$ cat src/design/mme_pkg.sv
package mme_pkg;

	// Item kinds carried on the input tuser field
	localparam logic [1:0] KIND_LOAD_A = 2'd0;
	localparam logic [1:0] KIND_LOAD_B = 2'd1;
	localparam logic [1:0] KIND_START  = 2'd2;

	// Configuration register indexes
	localparam logic [1:0] REG_A_ROWS    = 2'd0;
	localparam logic [1:0] REG_INNER_LEN = 2'd1;
	localparam logic [1:0] REG_B_COLS    = 2'd2;

	localparam int CFG_WIDTH   = 4;
	localparam int VALUE_WIDTH = 16;
	localparam int PROD_WIDTH  = 32;
	localparam int IDX_WIDTH   = 3;
	localparam int ACC_WIDTH   = 64;

	localparam logic [CFG_WIDTH-1:0] A_ROWS_RESET    = 4'd4;
	localparam logic [CFG_WIDTH-1:0] INNER_LEN_RESET = 4'd2;
	localparam logic [CFG_WIDTH-1:0] B_COLS_RESET    = 4'd1;

	typedef enum logic [1:0] {
		ST_IDLE,
		ST_WAIT,
		ST_RUN
	} ctrl_state_t;

	// Commands from the controller to the datapath
	typedef struct packed {
		logic wr_a;
		logic wr_b;
		logic issue;
		logic first_k;
		logic last_k;
		logic last_elem;
	} mme_cmd_t;

	// Status from the datapath to the controller
	typedef struct packed {
		logic pipe_busy;
		logic out_full;
	} mme_stat_t;

endpackage

$ cat src/design/mme_ctrl.sv
module mme_ctrl #(
	parameter int MAX_DIM = 8
) (
	input  logic                              clk,
	input  logic                              arst_n,
	input  logic                              s_tvalid,
	output logic                              s_tready,
	input  logic [1:0]                        s_kind,
	input  logic                              cfg_wr_en,
	input  logic [1:0]                        cfg_index,
	input  logic [mme_pkg::CFG_WIDTH-1:0]     cfg_data,
	output mme_pkg::mme_cmd_t                 cmd,
	input  mme_pkg::mme_stat_t                stat,
	output logic [$clog2(MAX_DIM*MAX_DIM)-1:0] wr_addr_a,
	output logic [$clog2(MAX_DIM*MAX_DIM)-1:0] wr_addr_b,
	output logic [$clog2(MAX_DIM*MAX_DIM)-1:0] rd_addr_a,
	output logic [$clog2(MAX_DIM*MAX_DIM)-1:0] rd_addr_b,
	output logic [$clog2(MAX_DIM)-1:0]        row,
	output logic [$clog2(MAX_DIM)-1:0]        col
);
	import mme_pkg::*;

	localparam int CAP = MAX_DIM * MAX_DIM;
	localparam int AW  = $clog2(CAP);
	localparam int FW  = $clog2(CAP + 1);
	localparam int IW  = $clog2(MAX_DIM);
	localparam int DW  = $clog2(MAX_DIM + 1);

	logic [CFG_WIDTH-1:0] a_rows_q, inner_len_q, b_cols_q;
	logic [DW-1:0]        rows_eff, inner_eff, cols_eff;
	logic [FW-1:0]        a_fill_q, b_fill_q;
	logic [IW-1:0]        i_q, j_q, k_q;
	logic [AW-1:0]        a_base_q, ia_q, ib_q;
	ctrl_state_t          state_q, state_d;
	logic                 accept, k_end, elem_end;

	function automatic logic [DW-1:0] clamp_dim(input logic [CFG_WIDTH-1:0] r);
		logic [DW-1:0] d;
		if (r == '0)
			d = DW'(1);
		else if (r > CFG_WIDTH'(MAX_DIM))
			d = DW'(MAX_DIM);
		else
			d = DW'(r);
		return d;
	endfunction

	assign rows_eff  = clamp_dim(a_rows_q);
	assign inner_eff = clamp_dim(inner_len_q);
	assign cols_eff  = clamp_dim(b_cols_q);

	assign accept   = s_tvalid && s_tready;
	assign k_end    = (k_q == IW'(inner_eff - DW'(1)));
	assign elem_end = (i_q == IW'(rows_eff - DW'(1))) && (j_q == IW'(cols_eff - DW'(1)));

	assign wr_addr_a = a_fill_q[AW-1:0];
	assign wr_addr_b = b_fill_q[AW-1:0];
	assign rd_addr_a = ia_q;
	assign rd_addr_b = ib_q;
	assign row       = i_q;
	assign col       = j_q;

	always_ff @(posedge clk or negedge arst_n) begin
		if (!arst_n) begin
			a_rows_q    <= A_ROWS_RESET;
			inner_len_q <= INNER_LEN_RESET;
			b_cols_q    <= B_COLS_RESET;
		end else if (cfg_wr_en) begin
			unique case (cfg_index)
				REG_A_ROWS:    a_rows_q    <= cfg_data;
				REG_INNER_LEN: inner_len_q <= cfg_data;
				REG_B_COLS:    b_cols_q    <= cfg_data;
				default: ;
			endcase
		end
	end

	always_ff @(posedge clk or negedge arst_n) begin
		if (!arst_n) begin
			state_q  <= ST_IDLE;
			a_fill_q <= '0;
			b_fill_q <= '0;
			i_q      <= '0;
			j_q      <= '0;
			k_q      <= '0;
			a_base_q <= '0;
			ia_q     <= '0;
			ib_q     <= '0;
		end else begin
			state_q <= state_d;
			if (cmd.wr_a)
				a_fill_q <= a_fill_q + FW'(1);
			if (cmd.wr_b)
				b_fill_q <= b_fill_q + FW'(1);
			if (accept && s_kind == KIND_START) begin
				// rewind the write pointers and the loop
				a_fill_q <= '0;
				b_fill_q <= '0;
				i_q      <= '0;
				j_q      <= '0;
				k_q      <= '0;
				a_base_q <= '0;
				ia_q     <= '0;
				ib_q     <= '0;
			end
			if (cmd.issue) begin
				if (!k_end) begin
					k_q  <= k_q + IW'(1);
					ia_q <= ia_q + AW'(1);
					ib_q <= ib_q + AW'(cols_eff);
				end else begin
					k_q <= '0;
					if (j_q == IW'(cols_eff - DW'(1))) begin
						j_q      <= '0;
						i_q      <= i_q + IW'(1);
						a_base_q <= a_base_q + AW'(inner_eff);
						ia_q     <= a_base_q + AW'(inner_eff);
						ib_q     <= '0;
					end else begin
						j_q  <= j_q + IW'(1);
						ia_q <= a_base_q;
						ib_q <= AW'(j_q) + AW'(1);
					end
				end
			end
		end
	end

	always_comb begin
		state_d       = state_q;
		s_tready      = 1'b0;
		cmd           = '0;
		unique case (state_q)
			ST_IDLE: begin
				s_tready = 1'b1;
				if (s_tvalid) begin
					unique case (s_kind)
						KIND_LOAD_A: cmd.wr_a = (a_fill_q < FW'(CAP));
						KIND_LOAD_B: cmd.wr_b = (b_fill_q < FW'(CAP));
						KIND_START:  state_d  = ST_WAIT;
						default: ;
					endcase
				end
			end
			ST_WAIT: begin
				if (!stat.pipe_busy && !stat.out_full)
					state_d = ST_RUN;
			end
			ST_RUN: begin
				cmd.issue     = 1'b1;
				cmd.first_k   = (k_q == '0);
				cmd.last_k    = k_end;
				cmd.last_elem = elem_end;
				if (k_end)
					state_d = elem_end ? ST_IDLE : ST_WAIT;
			end
			default: state_d = ST_IDLE;
		endcase
	end

	a_fill_bound: assert property (@(posedge clk) disable iff (!arst_n)
		cmd.wr_a |-> a_fill_q < FW'(CAP))
		else $error("store A written past capacity");

	b_fill_bound: assert property (@(posedge clk) disable iff (!arst_n)
		cmd.wr_b |-> b_fill_q < FW'(CAP))
		else $error("store B written past capacity");

	issue_out_free: assert property (@(posedge clk) disable iff (!arst_n)
		(cmd.issue && cmd.first_k) |-> (!stat.out_full && !stat.pipe_busy))
		else $error("element started while a result is pending");

endmodule

$ cat src/design/mme_datapath.sv
module mme_datapath #(
	parameter int MAX_DIM    = 8,
	parameter int ELEM_WIDTH = 16
) (
	input  logic                                 clk,
	input  logic                                 arst_n,
	input  mme_pkg::mme_cmd_t                    cmd,
	output mme_pkg::mme_stat_t                   stat,
	input  logic [mme_pkg::VALUE_WIDTH-1:0]      wr_value,
	input  logic [$clog2(MAX_DIM*MAX_DIM)-1:0]   wr_addr_a,
	input  logic [$clog2(MAX_DIM*MAX_DIM)-1:0]   wr_addr_b,
	input  logic [$clog2(MAX_DIM*MAX_DIM)-1:0]   rd_addr_a,
	input  logic [$clog2(MAX_DIM*MAX_DIM)-1:0]   rd_addr_b,
	input  logic [$clog2(MAX_DIM)-1:0]           row_in,
	input  logic [$clog2(MAX_DIM)-1:0]           col_in,
	output logic                                 out_valid,
	input  logic                                 out_ready,
	output logic [mme_pkg::PROD_WIDTH-1:0]       product,
	output logic [mme_pkg::IDX_WIDTH-1:0]        row,
	output logic [mme_pkg::IDX_WIDTH-1:0]        col,
	output logic                                 last
);
	import mme_pkg::*;

	localparam int CAP = MAX_DIM * MAX_DIM;
	localparam int IW  = $clog2(MAX_DIM);
	localparam int EW  = ELEM_WIDTH;

	localparam logic signed [ACC_WIDTH-1:0] ACC_MAX = {1'b0, {(ACC_WIDTH-1){1'b1}}};
	localparam logic signed [ACC_WIDTH-1:0] ACC_MIN = {1'b1, {(ACC_WIDTH-1){1'b0}}};
	localparam logic signed [ACC_WIDTH-1:0] OUT_MAX = ACC_WIDTH'(64'sd2147483647);
	localparam logic signed [ACC_WIDTH-1:0] OUT_MIN = -ACC_WIDTH'(64'sd2147483648);

	logic [EW-1:0] mem_a [CAP];
	logic [EW-1:0] mem_b [CAP];
	logic [EW-1:0] wr_elem;

	logic                   v_s1, first_s1, last_k_s1, last_e_s1;
	logic [IW-1:0]          row_s1, col_s1;
	logic [EW-1:0]          a_s1, b_s1;
	logic                   v_s2, first_s2, last_k_s2, last_e_s2;
	logic [IW-1:0]          row_s2, col_s2;
	logic signed [2*EW-1:0] prod_s2;
	logic                   done_s3, last_e_s3;
	logic [IW-1:0]          row_s3, col_s3;
	logic signed [ACC_WIDTH-1:0] acc_q, prod_ext, sum, acc_d;
	logic                   ovf;
	logic                   out_valid_q, last_q;
	logic [PROD_WIDTH-1:0]  product_q;
	logic [IDX_WIDTH-1:0]   row_q, col_q;

	// elements narrower than the port keep the low bits, wider ones zero-extend
	assign wr_elem = EW'(wr_value);

	always_ff @(posedge clk) begin
		if (cmd.wr_a)
			mem_a[wr_addr_a] <= wr_elem;
		a_s1 <= mem_a[rd_addr_a];
	end

	always_ff @(posedge clk) begin
		if (cmd.wr_b)
			mem_b[wr_addr_b] <= wr_elem;
		b_s1 <= mem_b[rd_addr_b];
	end

	always_ff @(posedge clk or negedge arst_n) begin
		if (!arst_n) begin
			v_s1    <= 1'b0;
			v_s2    <= 1'b0;
			done_s3 <= 1'b0;
		end else begin
			v_s1    <= cmd.issue;
			v_s2    <= v_s1;
			done_s3 <= v_s2 && last_k_s2;
		end
	end

	always_ff @(posedge clk) begin
		first_s1  <= cmd.first_k;
		last_k_s1 <= cmd.last_k;
		last_e_s1 <= cmd.last_elem;
		row_s1    <= row_in;
		col_s1    <= col_in;

		first_s2  <= first_s1;
		last_k_s2 <= last_k_s1;
		last_e_s2 <= last_e_s1;
		row_s2    <= row_s1;
		col_s2    <= col_s1;
		prod_s2   <= $signed(a_s1) * $signed(b_s1);

		if (v_s2) begin
			acc_q     <= acc_d;
			row_s3    <= row_s2;
			col_s3    <= col_s2;
			last_e_s3 <= last_e_s2;
		end
	end

	// saturating accumulate
	always_comb begin
		prod_ext = ACC_WIDTH'(prod_s2);
		sum      = acc_q + prod_ext;
		ovf      = (acc_q[ACC_WIDTH-1] == prod_ext[ACC_WIDTH-1]) &&
		           (sum[ACC_WIDTH-1] != acc_q[ACC_WIDTH-1]);
		if (first_s2)
			acc_d = prod_ext;
		else if (ovf)
			acc_d = acc_q[ACC_WIDTH-1] ? ACC_MIN : ACC_MAX;
		else
			acc_d = sum;
	end

	always_ff @(posedge clk or negedge arst_n) begin
		if (!arst_n)
			out_valid_q <= 1'b0;
		else if (done_s3)
			out_valid_q <= 1'b1;
		else if (out_ready)
			out_valid_q <= 1'b0;
	end

	always_ff @(posedge clk) begin
		if (done_s3) begin
			if (acc_q > OUT_MAX)
				product_q <= PROD_WIDTH'(OUT_MAX);
			else if (acc_q < OUT_MIN)
				product_q <= PROD_WIDTH'(OUT_MIN);
			else
				product_q <= acc_q[PROD_WIDTH-1:0];
			row_q  <= IDX_WIDTH'(row_s3);
			col_q  <= IDX_WIDTH'(col_s3);
			last_q <= last_e_s3;
		end
	end

	assign stat.pipe_busy = v_s1 || v_s2 || done_s3;
	assign stat.out_full  = out_valid_q;
	assign out_valid      = out_valid_q;
	assign product        = product_q;
	assign row            = row_q;
	assign col            = col_q;
	assign last           = last_q;

	no_result_overrun: assert property (@(posedge clk) disable iff (!arst_n)
		done_s3 |-> !out_valid_q)
		else $error("result register overwritten");

	one_element_in_flight: assert property (@(posedge clk) disable iff (!arst_n)
		(v_s2 && last_k_s2) |-> !(v_s1 && !first_s1))
		else $error("two elements interleaved in the pipeline");

	result_held: assert property (@(posedge clk) disable iff (!arst_n)
		(out_valid_q && !out_ready) |=> (out_valid_q && $stable(product_q)))
		else $error("result item changed while waiting");

endmodule

$ cat src/design/matrix_multiply_engine_top.sv
// Dense matrix multiply C = A x B on signed Q8.8 elements, giving signed
// Q16.16 results saturated to 32 bits. Input items of kind 0 append the next
// element of A and kind 1 the next element of B, both in row-major order;
// loads past MAX_DIM*MAX_DIM elements are dropped. A kind 2 item starts the
// multiply, rewinds both load pointers and then emits a_rows*b_cols result
// items in row-major order with their row and column, tlast marking the last.
// Kind 3 is accepted and ignored. Dimension registers read as 1 when zero and
// as MAX_DIM when larger. Every element used by a multiply must have been
// loaded first; unloaded entries read as arbitrary values.
// Timing: each result takes one read of A and B per inner step from the element
// memories, then the multiply, accumulate and saturate stages drain before the
// next element is started, and that element waits until the previous result has
// been taken. Loads are taken again as soon as the last element's reads are
// issued, while its result is still in flight. Configuration writes are
// never held off.
module matrix_multiply_engine_top #(
	parameter int MAX_DIM    = 8,
	parameter int ELEM_WIDTH = 16
) (
	input  logic        clk,
	input  logic        arst_n,
	input  logic        s_tvalid,
	output logic        s_tready,
	input  logic [15:0] s_tdata,   // [15:0] value
	input  logic [1:0]  s_tuser,   // [1:0] kind
	output logic        m_tvalid,
	input  logic        m_tready,
	output logic [39:0] m_tdata,   // [31:0] product, [34:32] row, [37:35] col, [39:38] zero
	output logic        m_tlast,
	input  logic        cfg_wr_en,
	input  logic [1:0]  cfg_index,
	input  logic [3:0]  cfg_data
);
	import mme_pkg::*;

	localparam int AW = $clog2(MAX_DIM * MAX_DIM);
	localparam int IW = $clog2(MAX_DIM);

	mme_cmd_t              cmd;
	mme_stat_t             stat;
	logic [AW-1:0]         wr_addr_a, wr_addr_b, rd_addr_a, rd_addr_b;
	logic [IW-1:0]         row_idx, col_idx;
	logic [PROD_WIDTH-1:0] product;
	logic [IDX_WIDTH-1:0]  row, col;

	// sequencing, load pointers and dimension registers
	mme_ctrl #(
		.MAX_DIM(MAX_DIM)
	) u_ctrl (
		.clk       (clk),
		.arst_n    (arst_n),
		.s_tvalid  (s_tvalid),
		.s_tready  (s_tready),
		.s_kind    (s_tuser),
		.cfg_wr_en (cfg_wr_en),
		.cfg_index (cfg_index),
		.cfg_data  (cfg_data),
		.cmd       (cmd),
		.stat      (stat),
		.wr_addr_a (wr_addr_a),
		.wr_addr_b (wr_addr_b),
		.rd_addr_a (rd_addr_a),
		.rd_addr_b (rd_addr_b),
		.row       (row_idx),
		.col       (col_idx)
	);

	// element memories, multiply-accumulate pipeline and result register
	mme_datapath #(
		.MAX_DIM   (MAX_DIM),
		.ELEM_WIDTH(ELEM_WIDTH)
	) u_datapath (
		.clk       (clk),
		.arst_n    (arst_n),
		.cmd       (cmd),
		.stat      (stat),
		.wr_value  (s_tdata),
		.wr_addr_a (wr_addr_a),
		.wr_addr_b (wr_addr_b),
		.rd_addr_a (rd_addr_a),
		.rd_addr_b (rd_addr_b),
		.row_in    (row_idx),
		.col_in    (col_idx),
		.out_valid (m_tvalid),
		.out_ready (m_tready),
		.product   (product),
		.row       (row),
		.col       (col),
		.last      (m_tlast)
	);

	// pack the result item, padding to whole bytes
	assign m_tdata = {2'b00, col, row, product};

endmodule

$ cat config.mk
export PLATFORM = sky130hd
export DESIGN_NAME = matrix_multiply_engine_top
export DESIGN_NICKNAME = d
export VERILOG_FILES = /design/src/design/mme_pkg.sv /design/src/design/mme_ctrl.sv /design/src/design/mme_datapath.sv /design/src/design/matrix_multiply_engine_top.sv
export SDC_FILE = /design/constraint.sdc
export NUM_CORES = 2
export LEC_CHECK = 0
export BUFFER_PORTS_ARGS = -buffer_cell sky130_fd_sc_hd__buf_2
export CAP_MARGIN = 20
export CORE_MARGIN = 1
export CORE_UTILIZATION = 30
export DETAILED_ROUTE_END_ITERATION = 10
export SLEW_MARGIN = 20
export SYNTH_ARGS = -nofsm -noshare
export SYNTH_HDL_FRONTEND = slang
export SYNTH_HIERARCHICAL = 1
export SYNTH_SLANG_ARGS = --single-unit
$ cat constraint.sdc
create_clock -name clk -period 11.4 [get_ports clk]
set_input_delay 0.57 -clock clk [delete_from_list [all_inputs] [get_ports clk]]
set_output_delay 0.57 -clock clk [all_outputs]
set_load 0.05 [all_outputs]
# Word level (Yosys, flattened, before mapping)
# Memory sizes are Yosys's and may differ from the RTL's. A register that Yosys moved wholly into a read port is not among the register bits.
# Index checks and enable logic that the tools add are counted.
# totals
inputBits	29
ram_bits	2048
mem_count	2
regBits	219
# classes
n_eq_ne	15
addsub	13
n_reduce_logical	25
n_lt_le_gt_ge	7
n_mul	1
muxes	54
# mem_list
name	depth	word_bits	rd	rd_clocked_by_memory_dff	write_ports	line_no	source
u_datapath.mem_a	64	16	1	1	1	mme_datapath.sv:34	logic [EW-1:0] mem_a [CAP];
u_datapath.mem_b	64	16	1	1	1	mme_datapath.sv:35	logic [EW-1:0] mem_b [CAP];
# op_table
cell	count
64-bit 2-to-1 mux	3
6-bit 2-to-1 mux	11
64-bit by 32-bit adder with 64-bit output	1
64-bit by 32-bit greater-than comparator with 1-bit output (second input constant)	1
64-bit by 32-bit less-than comparator with 1-bit output (second input constant)	1
3-bit 2-to-1 mux	13
16-bit by 16-bit multiplier with 32-bit output	1
32-bit 2-to-1 mux	1
7-bit 2-to-1 mux	4
4-bit 2-to-1 mux	5
7-bit by 1-bit adder with 7-bit output (second input constant)	2
7-bit less-than comparator (second input constant)	2
6-bit by 4-bit adder with 6-bit output	2
4-bit greater-than comparator (second input constant)	3
4-bit logical NOT	3
2-bit 2-to-1 mux	6
1-bit 2-to-1 mux	10
3-bit by 1-bit adder with 3-bit output (second input constant)	3
3-bit == test	3
3-bit by 1-bit subtractor with 3-bit output (second input constant)	3
2-bit nonzero test	4
6-bit by 1-bit adder with 6-bit output (second input constant)	1
2-bit by 1-bit == test with 1-bit output (second input constant)	3
2-bit == test (second input constant)	3
13 further kinds	26

# Depth between registers and ports, before layout
# depth
word_depth	9
depth_mapped	26

# By module
# The synthesis kept the hierarchy.
# modules_own_cells
module	cells_each	instances	area_per_inst_um2
mme_datapath	5118	1	97788.8
mme_ctrl	338	1	3413.3
matrix_multiply_engine_top	3	1	18.8

# Worst setup path after synthesis
# Ideal clock, no wire load.
# synth_timing
kind	flip-flop to flip-flop
from	reg u_datapath.b_s1[7], read port of u_datapath.mem_b
to	reg u_datapath.prod_s2[30]
setup_slack_ns	5.476
path_buffers	1
stages_incl_launch_ff	26
arrival_ns	5.852
period_less_slack_ns	5.924
path_cell_list	dfxtp_1 > clkbuf_1 > nand2_1 > fa_1 > inv_1 > fa_1 > inv_1 > fa_1 > inv_1 > fa_1 > fa_1 > inv_1 > fa_1 > inv_1 > ha_1 > a21o_1 > a21o_1 > a21oi_1 > o221ai_1 > o21ai_0 > a311oi_1 > o21a_1 > nor2_1 > o21bai_1 > a21oi_1 > xnor2_1
# synth_via
elab_chain_len	1
# synth_rtl
item	line_no	source
start, declared	mme_datapath.sv:40	logic [EW-1:0] a_s1, b_s1;
16-bit by 16-bit multiplier with 32-bit output	mme_datapath.sv:91	prod_s2 <= $signed(a_s1) * $signed(b_s1);
end signal, assigned	mme_datapath.sv:91	
end, declared	mme_datapath.sv:43	logic signed [2*EW-1:0] prod_s2;
# No other way between the ends.
# A chain may end at the register's enable or synchronous reset.

# Final worst setup path
# Ends and elaborated chain as after synthesis.

==> impl_metrics.py <==
metrics = {
    "status": {
        "outcome": "complete, no violations",
    },
    "layout": {
        "layout.cells.non_filler": 10370,
        "final_common_cell": "edfxtp_1",
        "fin_nets": 6133,
        "area_delta_synth_final_pct": 13.57,
        "drive_gt1_share_pct": 22.31,
        "nFillCells": 31240,
        "final_cell_mix": "2158 x edfxtp_1, 672 x mux4_2, 333 x inv_1, 280 x nand2_1, 265 x fa_1",
    },
    "routing": {
        "ant_nets": 0,
        "drtIter0Drc": 4629,
        "drt-total-wl_mm": 243.9,
        "dr.pass1.iters": 6,
        "wl_per_cell_microns": 23.52,
        "drc": 0,
        "dr_total_vias": 50770,
        "viasPerCell": 4.898,
    },
    "grt": {
        "grt_max_degree": 112,
        "antenna_found_initial": 25,
        "grtUsageTotal_pct": 14.19,
        "grt_pass1_wl_mm": 358.3,
        "grt_pass1_vias": 52880,
        "overflow": 0,
    },
    "critical_path": {
        "cp-end-kind": "flip-flop",
        "r2r-start": "u_datapath/b_s1[7]$_DFF_P_",
        "timing.rr.end": "u_datapath/prod_s2[30]$_DFF_P_",
        "cpPeakStageDelay_ns": 0.72,
        "worstSetupEndpoint": "u_datapath/prod_s2[30]$_DFF_P_",
        "cpMostUsedCell": "fa_1",
        "critPathLaunchType": "flip-flop",
        "arrival_ns": 7.42,
        "ff2ff_path_depth": 24,
        "r2r_slack_ns": 4.75,
        "cp_max_fo": 16,
        "slowest_stage": "dfxtp_1",
        "crit_start": "u_datapath/b_s1[7]$_DFF_P_",
        "worstPathCellList": "nand2_1 -> fa_1 -> inv_1 -> fa_1 -> inv_1 -> fa_1 -> inv_1 -> fa_1 -> fa_1 -> inv_1 -> fa_1 -> inv_1 -> ha_1 -> a21o_1 -> a21o_1 -> a21oi_1 -> o221ai_1 -> o21ai_0 -> a311oi_1 -> o21a_1 -> nor2_1 -> o21bai_1 -> a21oi_1 -> xnor2_1",
        "path_class": "reg2reg",
        "cp_data_required_time_ns": 12.17,
    },
    "clock_network": {
        "clkLatencyLatePin_ns": 0.93,
        "ctsResizeCount": 0,
        "post-cts-setup-buffer-count": 0,
        "h-tree-depth": 4,
        "cts_buffers": 231,
        "cts-root-buf": "clkbuf_16",
        "cts_tree": "yes",
        "clkTransAtPathRegs_ns": 0.06,
        "cts_buffer_depth": 4,
        "holdBufCountCts": 6,
        "cts.sinks": 2299,
    },
    "die": {
        "ioPinCount": 72,
        "rows": 212,
        "die_h_microns": 582.9,
        "start_util_pct": 30.26,
        "coreArea_sq_um": 334500,
        "die_x_microns": 582.9,
        "die_area_sq_um": 339700,
    },
    "logic_synthesis": {
        "yosysUniqueCellTypes": 88,
        "synth_ff_type": "edfxtp_1",
        "ys_warn_count": 6,
        "yosys.area.top_type_share_pct": 64.02,
        "netlist.top_cell.by_area": "edfxtp_1",
        "synthArstFlopShare_pct": 2.566,
        "synthCells": 5459,
        "synth_seq_cells": 2299,
        "ys_seq_area_share_pct": 67.10,
        "netlist_area_sq_um": 101200,
        "avgSynthCellArea_sq_um": 18.54,
        "ys_top_cells_by_area": "edfxtp_1 64%, mux4_2 15%, fa_1 5.2%, ha_1 2.0%, dfxtp_1 1.6%",
        "synth-edff-count": 2158,
    },
    "sta": {
        "fin_tns_setup_ns": 0,
        "slew_viol_final": 0,
        "fin_crit_sh_pct": 58.33,
        "finalClockSkew_ns": 0.09233,
        "hold_viol_final": 0,
        "rsz0062_at_grt": "no",
        "relSlewSlack_pct": 24.47,
        "timing.final.crit_period_ns": 6.650,
        "worstMarginPinSlew_ns": 1.133,
        "setup_violations": 0,
        "fmax_mhz": 150.4,
    },
    "place": {
        "place_congestion": 0.8280,
        "port_buffers": 69,
        "dp.cells": 9930,
        "hpwlAfterDp_mm": 146.2,
    },
    "flow_run": {
        "max_cap_viol_count": 0,
    },
    "min_path": {
        "hold_class": "in2reg",
    },
}
==> layer usage <==
metal / global-route usage, % / wire, microns / share of wire (%)
met2: 23.31 / 118000 / 48
met1: 18.69 / 101800 / 42
met5: 0 / 63 / 0.026
met3: 2.982 / 16700 / 6.8
met4: 4.676 / 7337 / 3.0
==> worst min-delay path by stage <==
stage	cells past startpoint	start	to
floorplan	0	arst_n	u_ctrl/a_base_q[0]$_DFF_PN0_
global placement	0	u_datapath/last_e_s1$_DFF_P_	u_datapath/last_e_s2$_DFF_P_
detailed placement	0	u_datapath/row_s1[1]$_DFF_P_	u_datapath/row_s2[1]$_DFF_P_
CTS	1	s_tdata[13]	u_datapath/mem_b[56][13]$_DFFE_PP_
global route	1	s_tdata[14]	u_datapath/mem_b[58][14]$_DFFE_PP_
finish	1	s_tdata[14]	u_datapath/mem_b[58][14]$_DFFE_PP_
==> critical path, delay by kind of cell (launching register included) <==
| kind | cells | cell delay (ns) |
|---|---|---|
| compound gates | 9 | 1.78 |
| xor+xnor | 1 | 0.13 |
| fa+ha+maj | 7 | 3.36 |
| buf+inv | 5 | 0.27 |
| flops | 1 | 0.72 |
| simple gates | 2 | 0.31 |
==> metrics by stage <==
step / utilization, % / hold WS, ns / worst slack, ns / instance area, sq um
6_report: 34.37 / 0.08412 / 4.750 / 115000
3_3_place_gp: 32.16 / 0.3130 / 4.800 / 107600
4_1_cts: 34.35 / 0.02468 / 4.737 / 114900
5_1_grt: 34.36 / 0.05920 / 4.468 / 114900
2_1_floorplan: - / 0.2744 / 5.476 / 101200
3_5_place_dp: 32.17 / 0.3121 / 4.764 / 107600
==> synth_stat cells (all sizes together), types with 82 or more instances <==
| master | n |
|---|---|
| edfxtp | 2158 |
| mux4 | 672 |
| inv | 335 |
| nand2 | 280 |
| fa | 265 |
| nor2 | 215 |
| clkbuf | 185 |
| ha | 163 |
| and2 | 133 |
| a21oi | 130 |
| o21ai | 103 |
| buf | 83 |
| dfxtp | 82 |
==> flip-flops by register name (all words and copies together), names as in the netlist, 4 cells and up <==
register            flops
u_ctrl/rd_addr_b        6
u_datapath/prod_s2     32
u_datapath/a_s1        16
u_datapath/acc_q       64
u_datapath/product     32
u_datapath/mem_b     1024
u_ctrl/b_fill_q         7
u_ctrl/inner_len_q      4
u_ctrl/b_cols_q         4
u_ctrl/a_base_q         6
u_ctrl/a_fill_q         7
u_datapath/mem_a     1024
u_ctrl/a_rows_q         4
u_datapath/b_s1        16
u_ctrl/rd_addr_a        6
==> cells by family after synthesis <==
| kind of cell | share of synthesized area (%) |
|---|---|
| mux | 15.20 |
| fa+ha+maj | 7.256 |
| compound gates | 2.975 |
| flops | 67.10 |
| buf+inv | 2.314 |
| simple gates | 4.077 |
| xor+xnor | 1.073 |
| other cells | 0.003705 |
==> area by class of cell <==
cell class | count | area [sq um] | share of cell area (%)
multi-input cells | 2558 | 31000 | 26.97
flip-flops and latches | 2299 | 67960 | 59.12
well taps | 4494 | 5623 | 4.891
repair buffers | 251 | 1852 | 1.611
inverters | 335 | 1257 | 1.094
clock inverters | 143 | 1217 | 1.059
diodes | 13 | 32.53 | 0.02830
clock buffers | 273 | 6012 | 5.230
Power is left out: the tool's default activity adds up to more than one toggle a clock period on the data nets, which glitch-free logic cannot reach.
